$ cat src/sv/qxmix_pkg.sv
`default_nettype none
package qxmix_pkg;

  localparam int PWM_BITS   = 11;
  localparam int ONE_Q14    = 16384;
  localparam int CODE_W     = 18;
  localparam int PWM_FLOOR  = 10;
  localparam int REG_IDX_W  = 3;
  localparam int CFG_DATA_W = 16;

  // register map
  localparam logic [REG_IDX_W-1:0] REG_WRITE_INTERVAL = 3'd0;
  localparam logic [REG_IDX_W-1:0] REG_MIN_THRUST     = 3'd1;
  localparam logic [REG_IDX_W-1:0] REG_FULL_START     = 3'd2;
  localparam logic [REG_IDX_W-1:0] REG_BAND_GAIN      = 3'd3;
  localparam logic [REG_IDX_W-1:0] REG_FULL_SCALE     = 3'd4;

  typedef struct packed {
    logic [15:0]         min_write_interval_us;
    logic [14:0]         min_thrust_level;
    logic [14:0]         full_control_start;
    logic [14:0]         band_gain;
    logic [PWM_BITS-1:0] full_scale_pwm;
  } qx_cfg_t;

  typedef struct packed {
    logic signed [15:0] roll_command;
    logic signed [15:0] pitch_command;
    logic signed [15:0] yaw_command;
    logic signed [15:0] thrust_command;
    logic               simulation_mode;
    logic [31:0]        now_us;
  } qx_in_t;

  typedef struct packed {
    logic [PWM_BITS-1:0] pwm_front;
    logic [PWM_BITS-1:0] pwm_right;
    logic [PWM_BITS-1:0] pwm_back;
    logic [PWM_BITS-1:0] pwm_left;
    logic                write_accepted;
    logic                drive_enabled;
  } qx_out_t;

  typedef enum logic [3:0] {
    ST_IDLE,
    ST_P,
    ST_BAND,
    ST_MG,
    ST_MIX,
    ST_PWM0,
    ST_PWM1,
    ST_PWM2,
    ST_PWM3,
    ST_FIN,
    ST_DONE
  } qx_state_t;

  typedef enum logic [2:0] {
    MUL_NONE,
    MUL_P,
    MUL_BAND,
    MUL_MG,
    MUL_PWM
  } mul_sel_t;

  typedef struct packed {
    logic       capture;
    mul_sel_t   mul_sel;
    logic [1:0] mul_idx;
    logic       load_p;
    logic       load_band;
    logic       load_mg;
    logic       load_mix;
    logic       store_pwm;
    logic [1:0] store_idx;
    logic       load_out;
  } qx_cmd_t;

  typedef struct packed {
    logic out_free;
  } qx_stat_t;

endpackage
`default_nettype wire

$ cat src/sv/qxmix_if.sv
`default_nettype none
interface qxmix_cmd_if;
  import qxmix_pkg::*;
  logic               valid;
  logic               ready;
  logic signed [15:0] roll_command;
  logic signed [15:0] pitch_command;
  logic signed [15:0] yaw_command;
  logic signed [15:0] thrust_command;
  logic               simulation_mode;
  logic [31:0]        now_us;

  modport source(output valid, roll_command, pitch_command, yaw_command, thrust_command,
                 simulation_mode, now_us, input ready);
  modport sink(input valid, roll_command, pitch_command, yaw_command, thrust_command,
               simulation_mode, now_us, output ready);
endinterface

interface qxmix_pwm_if;
  import qxmix_pkg::*;
  logic                valid;
  logic                ready;
  logic [PWM_BITS-1:0] pwm_front;
  logic [PWM_BITS-1:0] pwm_right;
  logic [PWM_BITS-1:0] pwm_back;
  logic [PWM_BITS-1:0] pwm_left;
  logic                write_accepted;
  logic                drive_enabled;

  modport source(output valid, pwm_front, pwm_right, pwm_back, pwm_left, write_accepted,
                 drive_enabled, input ready);
  modport sink(input valid, pwm_front, pwm_right, pwm_back, pwm_left, write_accepted,
               drive_enabled, output ready);
endinterface

interface qxmix_cfg_if;
  import qxmix_pkg::*;
  logic                  valid;
  logic                  ready;
  logic [REG_IDX_W-1:0]  reg_index;
  logic [CFG_DATA_W-1:0] data;

  modport source(output valid, reg_index, data, input ready);
  modport sink(input valid, reg_index, data, output ready);
endinterface
`default_nettype wire

$ cat src/sv/qxmix_cfg_regs.sv
`default_nettype none
module qxmix_cfg_regs (
  input  logic              clk,
  input  logic              rst,
  qxmix_cfg_if.sink         cfg,
  output qxmix_pkg::qx_cfg_t regs
);
  import qxmix_pkg::*;

  assign cfg.ready = 1'b1;

  always_ff @(posedge clk) begin
    if (rst) begin
      regs.min_write_interval_us <= 16'd4900;
      regs.min_thrust_level      <= 15'd492;
      regs.full_control_start    <= 15'd4096;
      regs.band_gain             <= 15'd12288;
      regs.full_scale_pwm        <= PWM_BITS'(2040);
    end else if (cfg.valid) begin
      case (cfg.reg_index)
        REG_WRITE_INTERVAL: regs.min_write_interval_us <= cfg.data;
        REG_MIN_THRUST:     regs.min_thrust_level      <= cfg.data[14:0];
        REG_FULL_START:     regs.full_control_start    <= cfg.data[14:0];
        REG_BAND_GAIN:      regs.band_gain             <= cfg.data[14:0];
        REG_FULL_SCALE:     regs.full_scale_pwm        <= cfg.data[PWM_BITS-1:0];
        default: ;
      endcase
    end
  end

endmodule
`default_nettype wire

$ cat src/sv/qxmix_ctrl.sv
`default_nettype none
module qxmix_ctrl (
  input  logic                clk,
  input  logic                rst,
  input  logic                in_valid,
  input  qxmix_pkg::qx_stat_t stat,
  output logic                in_ready,
  output qxmix_pkg::qx_cmd_t  cmd
);
  import qxmix_pkg::*;

  qx_state_t state, state_next;

  always_ff @(posedge clk) begin
    if (rst) begin
      state <= ST_IDLE;
    end else begin
      state <= state_next;
    end
  end

  always_comb begin
    state_next = state;
    case (state)
      ST_IDLE: if (in_valid) state_next = ST_P;
      ST_P:    state_next = ST_BAND;
      ST_BAND: state_next = ST_MG;
      ST_MG:   state_next = ST_MIX;
      ST_MIX:  state_next = ST_PWM0;
      ST_PWM0: state_next = ST_PWM1;
      ST_PWM1: state_next = ST_PWM2;
      ST_PWM2: state_next = ST_PWM3;
      ST_PWM3: state_next = ST_FIN;
      ST_FIN:  state_next = ST_DONE;
      ST_DONE: if (stat.out_free) state_next = ST_IDLE;
      default: state_next = ST_IDLE;
    endcase
  end

  always_comb begin
    cmd      = '0;
    cmd.mul_sel = MUL_NONE;
    in_ready = 1'b0;
    case (state)
      ST_IDLE: begin
        in_ready    = 1'b1;
        cmd.capture = in_valid;
      end
      ST_P: cmd.mul_sel = MUL_P;
      ST_BAND: begin
        cmd.mul_sel = MUL_BAND;
        cmd.load_p  = 1'b1;
      end
      ST_MG: begin
        cmd.mul_sel   = MUL_MG;
        cmd.load_band = 1'b1;
      end
      ST_MIX: begin
        cmd.load_mg  = 1'b1;
        cmd.load_mix = 1'b1;
      end
      ST_PWM0: begin
        cmd.mul_sel = MUL_PWM;
        cmd.mul_idx = 2'd0;
      end
      ST_PWM1: begin
        cmd.mul_sel   = MUL_PWM;
        cmd.mul_idx   = 2'd1;
        cmd.store_pwm = 1'b1;
        cmd.store_idx = 2'd0;
      end
      ST_PWM2: begin
        cmd.mul_sel   = MUL_PWM;
        cmd.mul_idx   = 2'd2;
        cmd.store_pwm = 1'b1;
        cmd.store_idx = 2'd1;
      end
      ST_PWM3: begin
        cmd.mul_sel   = MUL_PWM;
        cmd.mul_idx   = 2'd3;
        cmd.store_pwm = 1'b1;
        cmd.store_idx = 2'd2;
      end
      ST_FIN: begin
        cmd.store_pwm = 1'b1;
        cmd.store_idx = 2'd3;
      end
      ST_DONE: cmd.load_out = stat.out_free;
      default: ;
    endcase
  end

endmodule
`default_nettype wire

$ cat src/sv/qxmix_dp.sv
`default_nettype none
module qxmix_dp (
  input  logic                clk,
  input  logic                rst,
  input  qxmix_pkg::qx_cmd_t  cmd,
  input  qxmix_pkg::qx_cfg_t  cfg,
  input  qxmix_pkg::qx_in_t   in_item,
  input  logic                out_ready,
  output logic                out_valid,
  output qxmix_pkg::qx_out_t  out_item,
  output qxmix_pkg::qx_stat_t stat
);
  import qxmix_pkg::*;

  qx_in_t                   in_q;
  logic [31:0]              last_write_time;
  logic signed [46:0]       prod_q;
  logic [15:0]              p_q;
  logic [15:0]              band_q;
  logic [24:0]              mg_q;
  logic signed [19:0]       v2 [4];
  logic [PWM_BITS-1:0]      pwm_q [4];

  logic [14:0]              mt;
  logic                     below;
  logic [14:0]              t;
  logic                     t_lt_start;
  logic [14:0]              band_op;
  logic [24:0]              span;
  logic signed [19:0]       mul_a;
  logic signed [26:0]       mul_b;
  logic signed [46:0]       prod;
  logic [14:0]              prod_band;
  logic signed [17:0]       p_limit;
  logic [15:0]              band_next;
  logic signed [19:0]       t2, band2, lo, hi;
  logic signed [19:0]       roll2, pitch2, yaw2, yaw1;
  logic signed [19:0]       m_full [4];
  logic signed [19:0]       m_half [4];
  logic signed [19:0]       m_sel [4];
  logic                     in_band;
  logic signed [46:0]       num;
  logic [CODE_W-1:0]        code_raw, code_floor;
  logic [PWM_BITS-1:0]      code;
  logic                     out_free;
  logic [31:0]              elapsed;
  logic                     accept_write;

  always_ff @(posedge clk) begin
    if (cmd.capture) in_q <= in_item;
  end

  // thrust floor and saturation
  assign mt = (cfg.min_thrust_level > 15'(ONE_Q14)) ? 15'(ONE_Q14) : cfg.min_thrust_level;
  assign below = in_q.thrust_command <= $signed({1'b0, mt});
  always_comb begin
    if (below) begin
      t = mt;
    end else if (in_q.thrust_command > 16'sd16384) begin
      t = 15'(ONE_Q14);
    end else begin
      t = in_q.thrust_command[14:0];
    end
  end
  assign t_lt_start = t < cfg.full_control_start;
  assign band_op    = t_lt_start ? (t - mt) : (15'(ONE_Q14) - t);
  assign span       = {cfg.full_scale_pwm, 14'b0} - mg_q;

  // shared multiplier, product registered
  always_comb begin
    mul_a = '0;
    mul_b = '0;
    case (cmd.mul_sel)
      MUL_P: begin
        mul_a = $signed({5'b0, cfg.band_gain});
        mul_b = $signed({12'b0, cfg.full_control_start});
      end
      MUL_BAND: begin
        mul_a = $signed({5'b0, cfg.band_gain});
        mul_b = $signed({12'b0, band_op});
      end
      MUL_MG: begin
        mul_a = $signed({5'b0, mt});
        mul_b = $signed({(27-PWM_BITS)'(0), cfg.full_scale_pwm});
      end
      MUL_PWM: begin
        mul_a = v2[cmd.mul_idx];
        mul_b = $signed({2'b0, span});
      end
      default: ;
    endcase
  end
  assign prod = mul_a * mul_b;

  always_ff @(posedge clk) begin
    prod_q <= prod;
  end

  // band: zero below the floor, ramp up, flat plateau, ramp down towards 1.0
  assign prod_band = prod_q[28:14];
  assign p_limit   = 18'sd16384 - $signed({2'b0, p_q});
  always_comb begin
    if (below) begin
      band_next = '0;
    end else if (t_lt_start) begin
      band_next = {1'b0, prod_band};
    end else if ($signed({3'b0, t}) < p_limit) begin
      band_next = p_q;
    end else begin
      band_next = {1'b0, prod_band};
    end
  end

  always_ff @(posedge clk) begin
    if (cmd.load_p)    p_q    <= prod_q[29:14];
    if (cmd.load_band) band_q <= band_next;
    if (cmd.load_mg)   mg_q   <= prod_q[24:0];
  end

  // mix in Q.15 so halving yaw stays exact
  assign t2     = $signed({4'b0, t, 1'b0});
  assign band2  = $signed({3'b0, band_q, 1'b0});
  assign lo     = t2 - band2;
  assign hi     = t2 + band2;
  assign roll2  = $signed({{3{in_q.roll_command[15]}}, in_q.roll_command, 1'b0});
  assign pitch2 = $signed({{3{in_q.pitch_command[15]}}, in_q.pitch_command, 1'b0});
  assign yaw2   = $signed({{3{in_q.yaw_command[15]}}, in_q.yaw_command, 1'b0});
  assign yaw1   = $signed({{4{in_q.yaw_command[15]}}, in_q.yaw_command});

  always_comb begin
    m_full[0] = t2 + pitch2 - yaw2;
    m_full[1] = t2 - roll2 + yaw2;
    m_full[2] = t2 - pitch2 - yaw2;
    m_full[3] = t2 + roll2 + yaw2;
    m_half[0] = t2 + pitch2 - yaw1;
    m_half[1] = t2 - roll2 + yaw1;
    m_half[2] = t2 - pitch2 - yaw1;
    m_half[3] = t2 + roll2 + yaw1;
    in_band = 1'b1;
    for (int i = 0; i < 4; i++) begin
      if (!(m_full[i] < hi && m_full[i] > lo)) in_band = 1'b0;
    end
    for (int i = 0; i < 4; i++) begin
      m_sel[i] = in_band ? m_full[i] : m_half[i];
      if (m_sel[i] < lo) m_sel[i] = lo;
      if (m_sel[i] > hi) m_sel[i] = hi;
    end
  end

  always_ff @(posedge clk) begin
    if (cmd.load_mix) begin
      for (int i = 0; i < 4; i++) v2[i] <= m_sel[i];
    end
  end

  // PWM code: floor((v*span + mg*2^15) / 2^29), then the floor code, then full scale
  assign num        = prod_q + $signed({7'b0, mg_q, 15'b0});
  assign code_raw   = (num <= 47'sd0) ? '0 : num[46:29];
  assign code_floor = (code_raw == '0) ? CODE_W'(PWM_FLOOR) : code_raw;
  assign code       = (code_floor > CODE_W'(cfg.full_scale_pwm)) ? cfg.full_scale_pwm
                                                                 : code_floor[PWM_BITS-1:0];

  always_ff @(posedge clk) begin
    if (cmd.store_pwm) pwm_q[cmd.store_idx] <= code;
  end

  // write gating on the wrapping microsecond timer
  assign elapsed      = in_q.now_us - last_write_time;
  assign accept_write = elapsed > 32'(cfg.min_write_interval_us);
  assign out_free     = !out_valid || out_ready;
  assign stat.out_free = out_free;

  always_ff @(posedge clk) begin
    if (rst) begin
      out_valid       <= 1'b0;
      last_write_time <= '0;
    end else if (cmd.load_out) begin
      out_valid <= 1'b1;
      if (accept_write) last_write_time <= in_q.now_us;
    end else if (out_ready) begin
      out_valid <= 1'b0;
    end
  end

  always_ff @(posedge clk) begin
    if (cmd.load_out) begin
      out_item.pwm_front      <= pwm_q[0];
      out_item.pwm_right      <= pwm_q[1];
      out_item.pwm_back       <= pwm_q[2];
      out_item.pwm_left       <= pwm_q[3];
      out_item.write_accepted <= accept_write;
      out_item.drive_enabled  <= accept_write && !in_q.simulation_mode;
    end
  end

  a_load_only_when_free: assert property (@(posedge clk) disable iff (rst)
    cmd.load_out |-> out_free)
    else $error("result loaded over an untaken beat");

  a_valid_after_load: assert property (@(posedge clk) disable iff (rst)
    cmd.load_out |=> out_valid)
    else $error("result beat not presented after load");

  a_drive_needs_accept: assert property (@(posedge clk) disable iff (rst)
    out_valid && out_item.drive_enabled |-> out_item.write_accepted)
    else $error("drive enabled without an accepted write");

  a_timestamp_update: assert property (@(posedge clk) disable iff (rst)
    cmd.load_out && accept_write |=> last_write_time == $past(in_q.now_us))
    else $error("last write time not updated on accepted write");

endmodule
`default_nettype wire

$ cat src/sv/quad_x_motor_mixer_rate_gated_unit.sv
// A command steps through states P to DONE; its result is loaded once the output is free.
// A new command is taken only after that load; one shared 20x27 multiplier is stepped
// through plateau, band, minimum gas and the four motor codes in turn.
// A finished result waits in the output register while the next command is taken.
// Reset (synchronous, active high): registers return to defaults, last write time
// is cleared, the controller idles and no result is pending.
`default_nettype none
module quad_x_motor_mixer_rate_gated_unit (
  input  logic        clk,
  input  logic        rst,
  qxmix_cmd_if.sink   cmd,
  qxmix_pwm_if.source pwm,
  qxmix_cfg_if.sink   cfg
);
  import qxmix_pkg::*;

  qx_cfg_t  cfg_regs;
  qx_in_t   in_item;
  qx_out_t  out_item;
  qx_cmd_t  dp_cmd;
  qx_stat_t dp_stat;
  logic     in_ready;
  logic     out_valid;

  qxmix_cfg_regs u_cfg (
    .clk  (clk),
    .rst  (rst),
    .cfg  (cfg),
    .regs (cfg_regs)
  );

  assign in_item.roll_command    = cmd.roll_command;
  assign in_item.pitch_command   = cmd.pitch_command;
  assign in_item.yaw_command     = cmd.yaw_command;
  assign in_item.thrust_command  = cmd.thrust_command;
  assign in_item.simulation_mode = cmd.simulation_mode;
  assign in_item.now_us          = cmd.now_us;

  qxmix_ctrl u_ctrl (
    .clk      (clk),
    .rst      (rst),
    .in_valid (cmd.valid),
    .stat     (dp_stat),
    .in_ready (in_ready),
    .cmd      (dp_cmd)
  );

  qxmix_dp u_dp (
    .clk       (clk),
    .rst       (rst),
    .cmd       (dp_cmd),
    .cfg       (cfg_regs),
    .in_item   (in_item),
    .out_ready (pwm.ready),
    .out_valid (out_valid),
    .out_item  (out_item),
    .stat      (dp_stat)
  );

  assign cmd.ready          = in_ready;
  assign pwm.valid          = out_valid;
  assign pwm.pwm_front      = out_item.pwm_front;
  assign pwm.pwm_right      = out_item.pwm_right;
  assign pwm.pwm_back       = out_item.pwm_back;
  assign pwm.pwm_left       = out_item.pwm_left;
  assign pwm.write_accepted = out_item.write_accepted;
  assign pwm.drive_enabled  = out_item.drive_enabled;

endmodule
`default_nettype wire

$ cat src/flat_wrapper.sv
// flat-port wrapper written by rule: the top's interface ports become plain ports
module quad_x_motor_mixer_rate_gated_unit_flat import qxmix_pkg::*;
  (clk, rst, cmd_valid, cmd_roll_command, cmd_pitch_command, cmd_yaw_command, cmd_thrust_command, cmd_simulation_mode, cmd_now_us, cmd_ready, pwm_valid, pwm_pwm_front, pwm_pwm_right, pwm_pwm_back, pwm_pwm_left, pwm_write_accepted, pwm_drive_enabled, pwm_ready, cfg_valid, cfg_reg_index, cfg_data, cfg_ready);
  qxmix_cmd_if cmd_i ();
  qxmix_pwm_if pwm_i ();
  qxmix_cfg_if cfg_i ();
  input  logic clk;
  input  logic rst;
  input wire logic [$bits(cmd_i.valid)-1:0] cmd_valid;
  input wire logic [$bits(cmd_i.roll_command)-1:0] cmd_roll_command;
  input wire logic [$bits(cmd_i.pitch_command)-1:0] cmd_pitch_command;
  input wire logic [$bits(cmd_i.yaw_command)-1:0] cmd_yaw_command;
  input wire logic [$bits(cmd_i.thrust_command)-1:0] cmd_thrust_command;
  input wire logic [$bits(cmd_i.simulation_mode)-1:0] cmd_simulation_mode;
  input wire logic [$bits(cmd_i.now_us)-1:0] cmd_now_us;
  output wire logic [$bits(cmd_i.ready)-1:0] cmd_ready;
  output wire logic [$bits(pwm_i.valid)-1:0] pwm_valid;
  output wire logic [$bits(pwm_i.pwm_front)-1:0] pwm_pwm_front;
  output wire logic [$bits(pwm_i.pwm_right)-1:0] pwm_pwm_right;
  output wire logic [$bits(pwm_i.pwm_back)-1:0] pwm_pwm_back;
  output wire logic [$bits(pwm_i.pwm_left)-1:0] pwm_pwm_left;
  output wire logic [$bits(pwm_i.write_accepted)-1:0] pwm_write_accepted;
  output wire logic [$bits(pwm_i.drive_enabled)-1:0] pwm_drive_enabled;
  input wire logic [$bits(pwm_i.ready)-1:0] pwm_ready;
  input wire logic [$bits(cfg_i.valid)-1:0] cfg_valid;
  input wire logic [$bits(cfg_i.reg_index)-1:0] cfg_reg_index;
  input wire logic [$bits(cfg_i.data)-1:0] cfg_data;
  output wire logic [$bits(cfg_i.ready)-1:0] cfg_ready;
  assign cmd_i.valid = cmd_valid;
  assign cmd_i.roll_command = cmd_roll_command;
  assign cmd_i.pitch_command = cmd_pitch_command;
  assign cmd_i.yaw_command = cmd_yaw_command;
  assign cmd_i.thrust_command = cmd_thrust_command;
  assign cmd_i.simulation_mode = cmd_simulation_mode;
  assign cmd_i.now_us = cmd_now_us;
  assign cmd_ready = cmd_i.ready;
  assign pwm_valid = pwm_i.valid;
  assign pwm_pwm_front = pwm_i.pwm_front;
  assign pwm_pwm_right = pwm_i.pwm_right;
  assign pwm_pwm_back = pwm_i.pwm_back;
  assign pwm_pwm_left = pwm_i.pwm_left;
  assign pwm_write_accepted = pwm_i.write_accepted;
  assign pwm_drive_enabled = pwm_i.drive_enabled;
  assign pwm_i.ready = pwm_ready;
  assign cfg_i.valid = cfg_valid;
  assign cfg_i.reg_index = cfg_reg_index;
  assign cfg_i.data = cfg_data;
  assign cfg_ready = cfg_i.ready;
  quad_x_motor_mixer_rate_gated_unit u_core (.clk(clk), .rst(rst), .cmd(cmd_i), .pwm(pwm_i), .cfg(cfg_i));
endmodule
$ cat config.mk
export PLATFORM = sky130hd
export DESIGN_NAME = quad_x_motor_mixer_rate_gated_unit_flat
export DESIGN_NICKNAME = d
export VERILOG_FILES = /design/src/sv/qxmix_pkg.sv /design/src/sv/qxmix_if.sv /design/src/sv/qxmix_cfg_regs.sv /design/src/sv/qxmix_ctrl.sv /design/src/sv/qxmix_dp.sv /design/src/sv/quad_x_motor_mixer_rate_gated_unit.sv /design/src/flat_wrapper.sv
export SDC_FILE = /design/constraint.sdc
export NUM_CORES = 2
export LEC_CHECK = 0
export ABC_AREA = 1
export BUFFER_PORTS_ARGS = -buffer_cell sky130_fd_sc_hd__clkbuf_2
export CAP_MARGIN = 20
export CORE_MARGIN = 4
export CORE_UTILIZATION = 50
export DETAILED_ROUTE_END_ITERATION = 7
export HOLD_SLACK_MARGIN = 0.12
export PLACE_DENSITY_LB_ADDON = 0.12
export SKIP_LAST_GASP = 1
export SLEW_MARGIN = 20
export SYNTH_ARGS = -nofsm -noshare
export SYNTH_HDL_FRONTEND = slang
export SYNTH_SLANG_ARGS = --single-unit
$ cat constraint.sdc
create_clock -name clk -period 13.4 [get_ports clk]
set_clock_uncertainty 0.05 [all_clocks]
set_input_delay 2.68 -clock clk [delete_from_list [all_inputs] [get_ports clk]]
set_output_delay 2.68 -clock clk [all_outputs]
set_load 0.02 [all_outputs]
==> metrics.txt <==
RePlAce Congestion=1.00; Initial Util=0.504; Worst Path Max Fanout=20; placed cells=9474; critical path data required time=13.73 ns; Via Count=54751; crit path time final=12.92 ns; GRT Residual Overflow=0; Reg power frac=0.149; Synth area leaders=ha_1 (18%), edfxtp_1 (16%), fa_1 (14%); Clock Sinks=475; worst slew pin tran=1.12 ns; final WL=212000 microns; GR Util All Layers=0.330; Cell Rows=126; insertion delay of the later-clocked pin in the worst-skew pair=0.66 ns; Max Cap Violations=0; Reg2Reg Depth=76; post-synthesis sequential area ratio=0.213; Critical Path Slowest Stage Cell=xor2_1; hold_ws=0.365 ns; CTS Buf Count=53; CTS tree=built; Post-synth top cells=nand2_1 (1609), inv_1 (1294), ha_1 (837); Die Y=353 microns; Core Region=0.118 sq mm; CP dominant cell by count=nand2_1; post-route ant nets=0; syn nets=9072; Layout Cells excl Fill=9594; #FFs+latches synth=475; Die Footprint=0.125 sq mm; Post-Place Setup Slack=-0.0850 ns; DR iter-0 viols=5812; Clk Tree Root Cell=clkbuf_16; worst path arrival time=13.24 ns; Clock power frac=0.126; DRC errors left=0; Setup WS post-layout=0.484 ns; FILL cells=11229; CP Capture Type=register; asr flop ratio synth=0; layout cells sized above 1=0.0927; switching pwr=6830 uW; post-synth cell types=75; Final setup violation count=0; mean post-synth cell area=7.75 sq um; predominant post-synthesis flop cell=edfxtp_1; vias per inst=5.71; mapped cell area=0.0596 sq mm; Crit Path Class=register to register; pin count of the biggest net entering global routing=105; most frequently used cell type in the post-synthesis netlist=nand2_1; final hold vios=0; H-tree Lvls=2; vias in the first global route=51475; First-pass DRT Iterations=8; hold path depth=0; area added between synthesis and finish=11.2%; initial antenna violation count=4; Lkg Pwr=0.0329 uW; Slew Limit Fails=0; Power Density=194 mW/mm^2; crit path launch type=register; Clock Tree Buf Depth=3; P_int=6050 uW; WL/cell=22.1 microns; Peak VDD IR=161 uV; largest area contributor in the netlist=ha_1; f_max=0.0774 GHz; DIE WIDTH=353 microns; number of port buffers=168; final worst-path cycle share=0.964; largest incremental delay on the critical path=0.53 ns; hold buffers post-CTS=0; Slew HR=0.243; combinational power share=0.725; Post-synth EDFFs=320; status=completed; Net Sw Frac=0.530; first-pass GRT wire length=316000 microns; Syn Inst Count=7686; nets@finish=9398; Post-DP HPWL=174000 microns; clock-pin transition on the worst setup and hold timing paths=0.06 ns; Worst Hold Class=register to register; IO Pins=170; synth warn=0; share of the synthesized area in the top cell type=0.176
final cells by class:
cell class / count / area [sq um] / share of cell area
antenna: 3 / 7.51 / 0.000113
clock buffer: 59 / 1380 / 0.0208
clock inverter: 39 / 557 / 0.00840
inverter: 1321 / 4990 / 0.0752
multi-input combinational: 5703 / 41500 / 0.627
sequential: 475 / 12700 / 0.192
tap: 1536 / 1920 / 0.0290
timing repair buffer: 458 / 3190 / 0.0481
repair_timing:
item                                    4_1_cts  5_1_grt
hold endpoints to repair                      0        0
resized for setup                             2      106
cloned                                        0        7
endpoints found under the setup margin       34       72
pin swaps                                     0       24
buffers inserted                              0       11
through the flow:
step / setup TNS [ns] / utilization / total power [uW] / instance area (sq um)
finish: 0 / 0.561 / 12900 / 66300
global placement: 0 / 0.539 / 10600 / 63800
global route: -0.553 / 0.561 / 13800 / 66300
detailed placement: -0.997 / 0.539 / 10700 / 63800
CTS: 0 / 0.556 / 12400 / 65700
floorplan: 0 / - / 7390 / 59600
kinds of logic after synthesis:
logic type | Yosys count | synth area share
buffers and inverters | 1513 | 0.0983
AND/OR/NAND/NOR | 2799 | 0.200
XOR/XNOR | 307 | 0.0451
adder cells (fa/ha/maj) | 1265 | 0.320
other | 2 | 0.000126
flip-flops | 475 | 0.213
AO/OA/AOI/OAI | 1325 | 0.124
final timing paths:
check	slack [ns]	from	to
hold / removal	0.36	u_core.u_dp.prod_q[1]	u_core.u_dp.mg_q[1]
setup reg to reg	0.48	u_core.u_cfg.regs[50]	u_core.u_dp.v2[0][10]
hold reg to reg	0.36	u_core.u_dp.prod_q[1]	u_core.u_dp.mg_q[1]
setup / recovery	0.48	u_core.u_cfg.regs[50]	u_core.u_dp.v2[0][10]
sequential cells by signal, indices dropped and copies added, names as in the netlist, 10 cells and up:
name	flops
pwm_pwm_back	11
u_core.u_dp.mg_q	25
pwm_pwm_right	11
u_core.u_dp.p_q	16
pwm_pwm_left	10
u_core.u_cfg.regs	72
u_core.u_dp.v2	76
pwm_pwm_front	11
u_core.u_dp.in_q	97
u_core.u_dp.last_write_time	32
u_core.u_dp.prod_q	46
u_core.u_dp.band_q	16
u_core.u_dp.pwm_q	44
power by group through the flow:
stage | clock (uW) | combinational, uW | sequential (uW)
2_1_floorplan | 0 | 5500 | 1900
3_3_place_gp | 0 | 8620 | 1950
3_5_place_dp | 0 | 8760 | 1950
4_1_cts | 1660 | 8800 | 1920
5_1_grt | 1710 | 10200 | 1920
6_report | 1620 | 9340 | 1920
worst max-delay path: cells and delay by family, from the launching register on:
family | cells | cell delay, ns
AOI/OAI and AO/OA | 15 | 3.08
DFF | 1 | 0.35
and+or+nand+nor | 39 | 4.42
buffers and inverters | 14 | 1.99
xor gates and xnor gates | 2 | 0.70
adders and majority gates | 6 | 2.00
cells in the final DEF, fill, tap and decap left out, drive strengths merged, types with 33 or more instances in the layout:
master | netlist | final
a21o | 33 | 33
inv | 1315 | 1320
edfxtp | 320 | 320
xnor2 | 94 | 94
clkbuf | 120 | 229
a21oi | 591 | 591
xor2 | 213 | 213
dfxtp | 155 | 155
nor3 | 71 | 71
o21ai | 459 | 459
nor2 | 550 | 550
nand3 | 301 | 306
o21bai | 38 | 38
buf | 72 | 288
nand4 | 150 | 150
nand2 | 1634 | 1634
fa | 428 | 428
ha | 837 | 837
per-layer routing:
metal,vias up,wire length (microns),GRT usage
li1,25874,-,-
met4,0,6410,0.0833
met2,2389,86500,0.478
met1,26161,97900,0.504
met3,327,20900,0.0581
met5,-,0,0
Power figures use the tool's default switching activity.
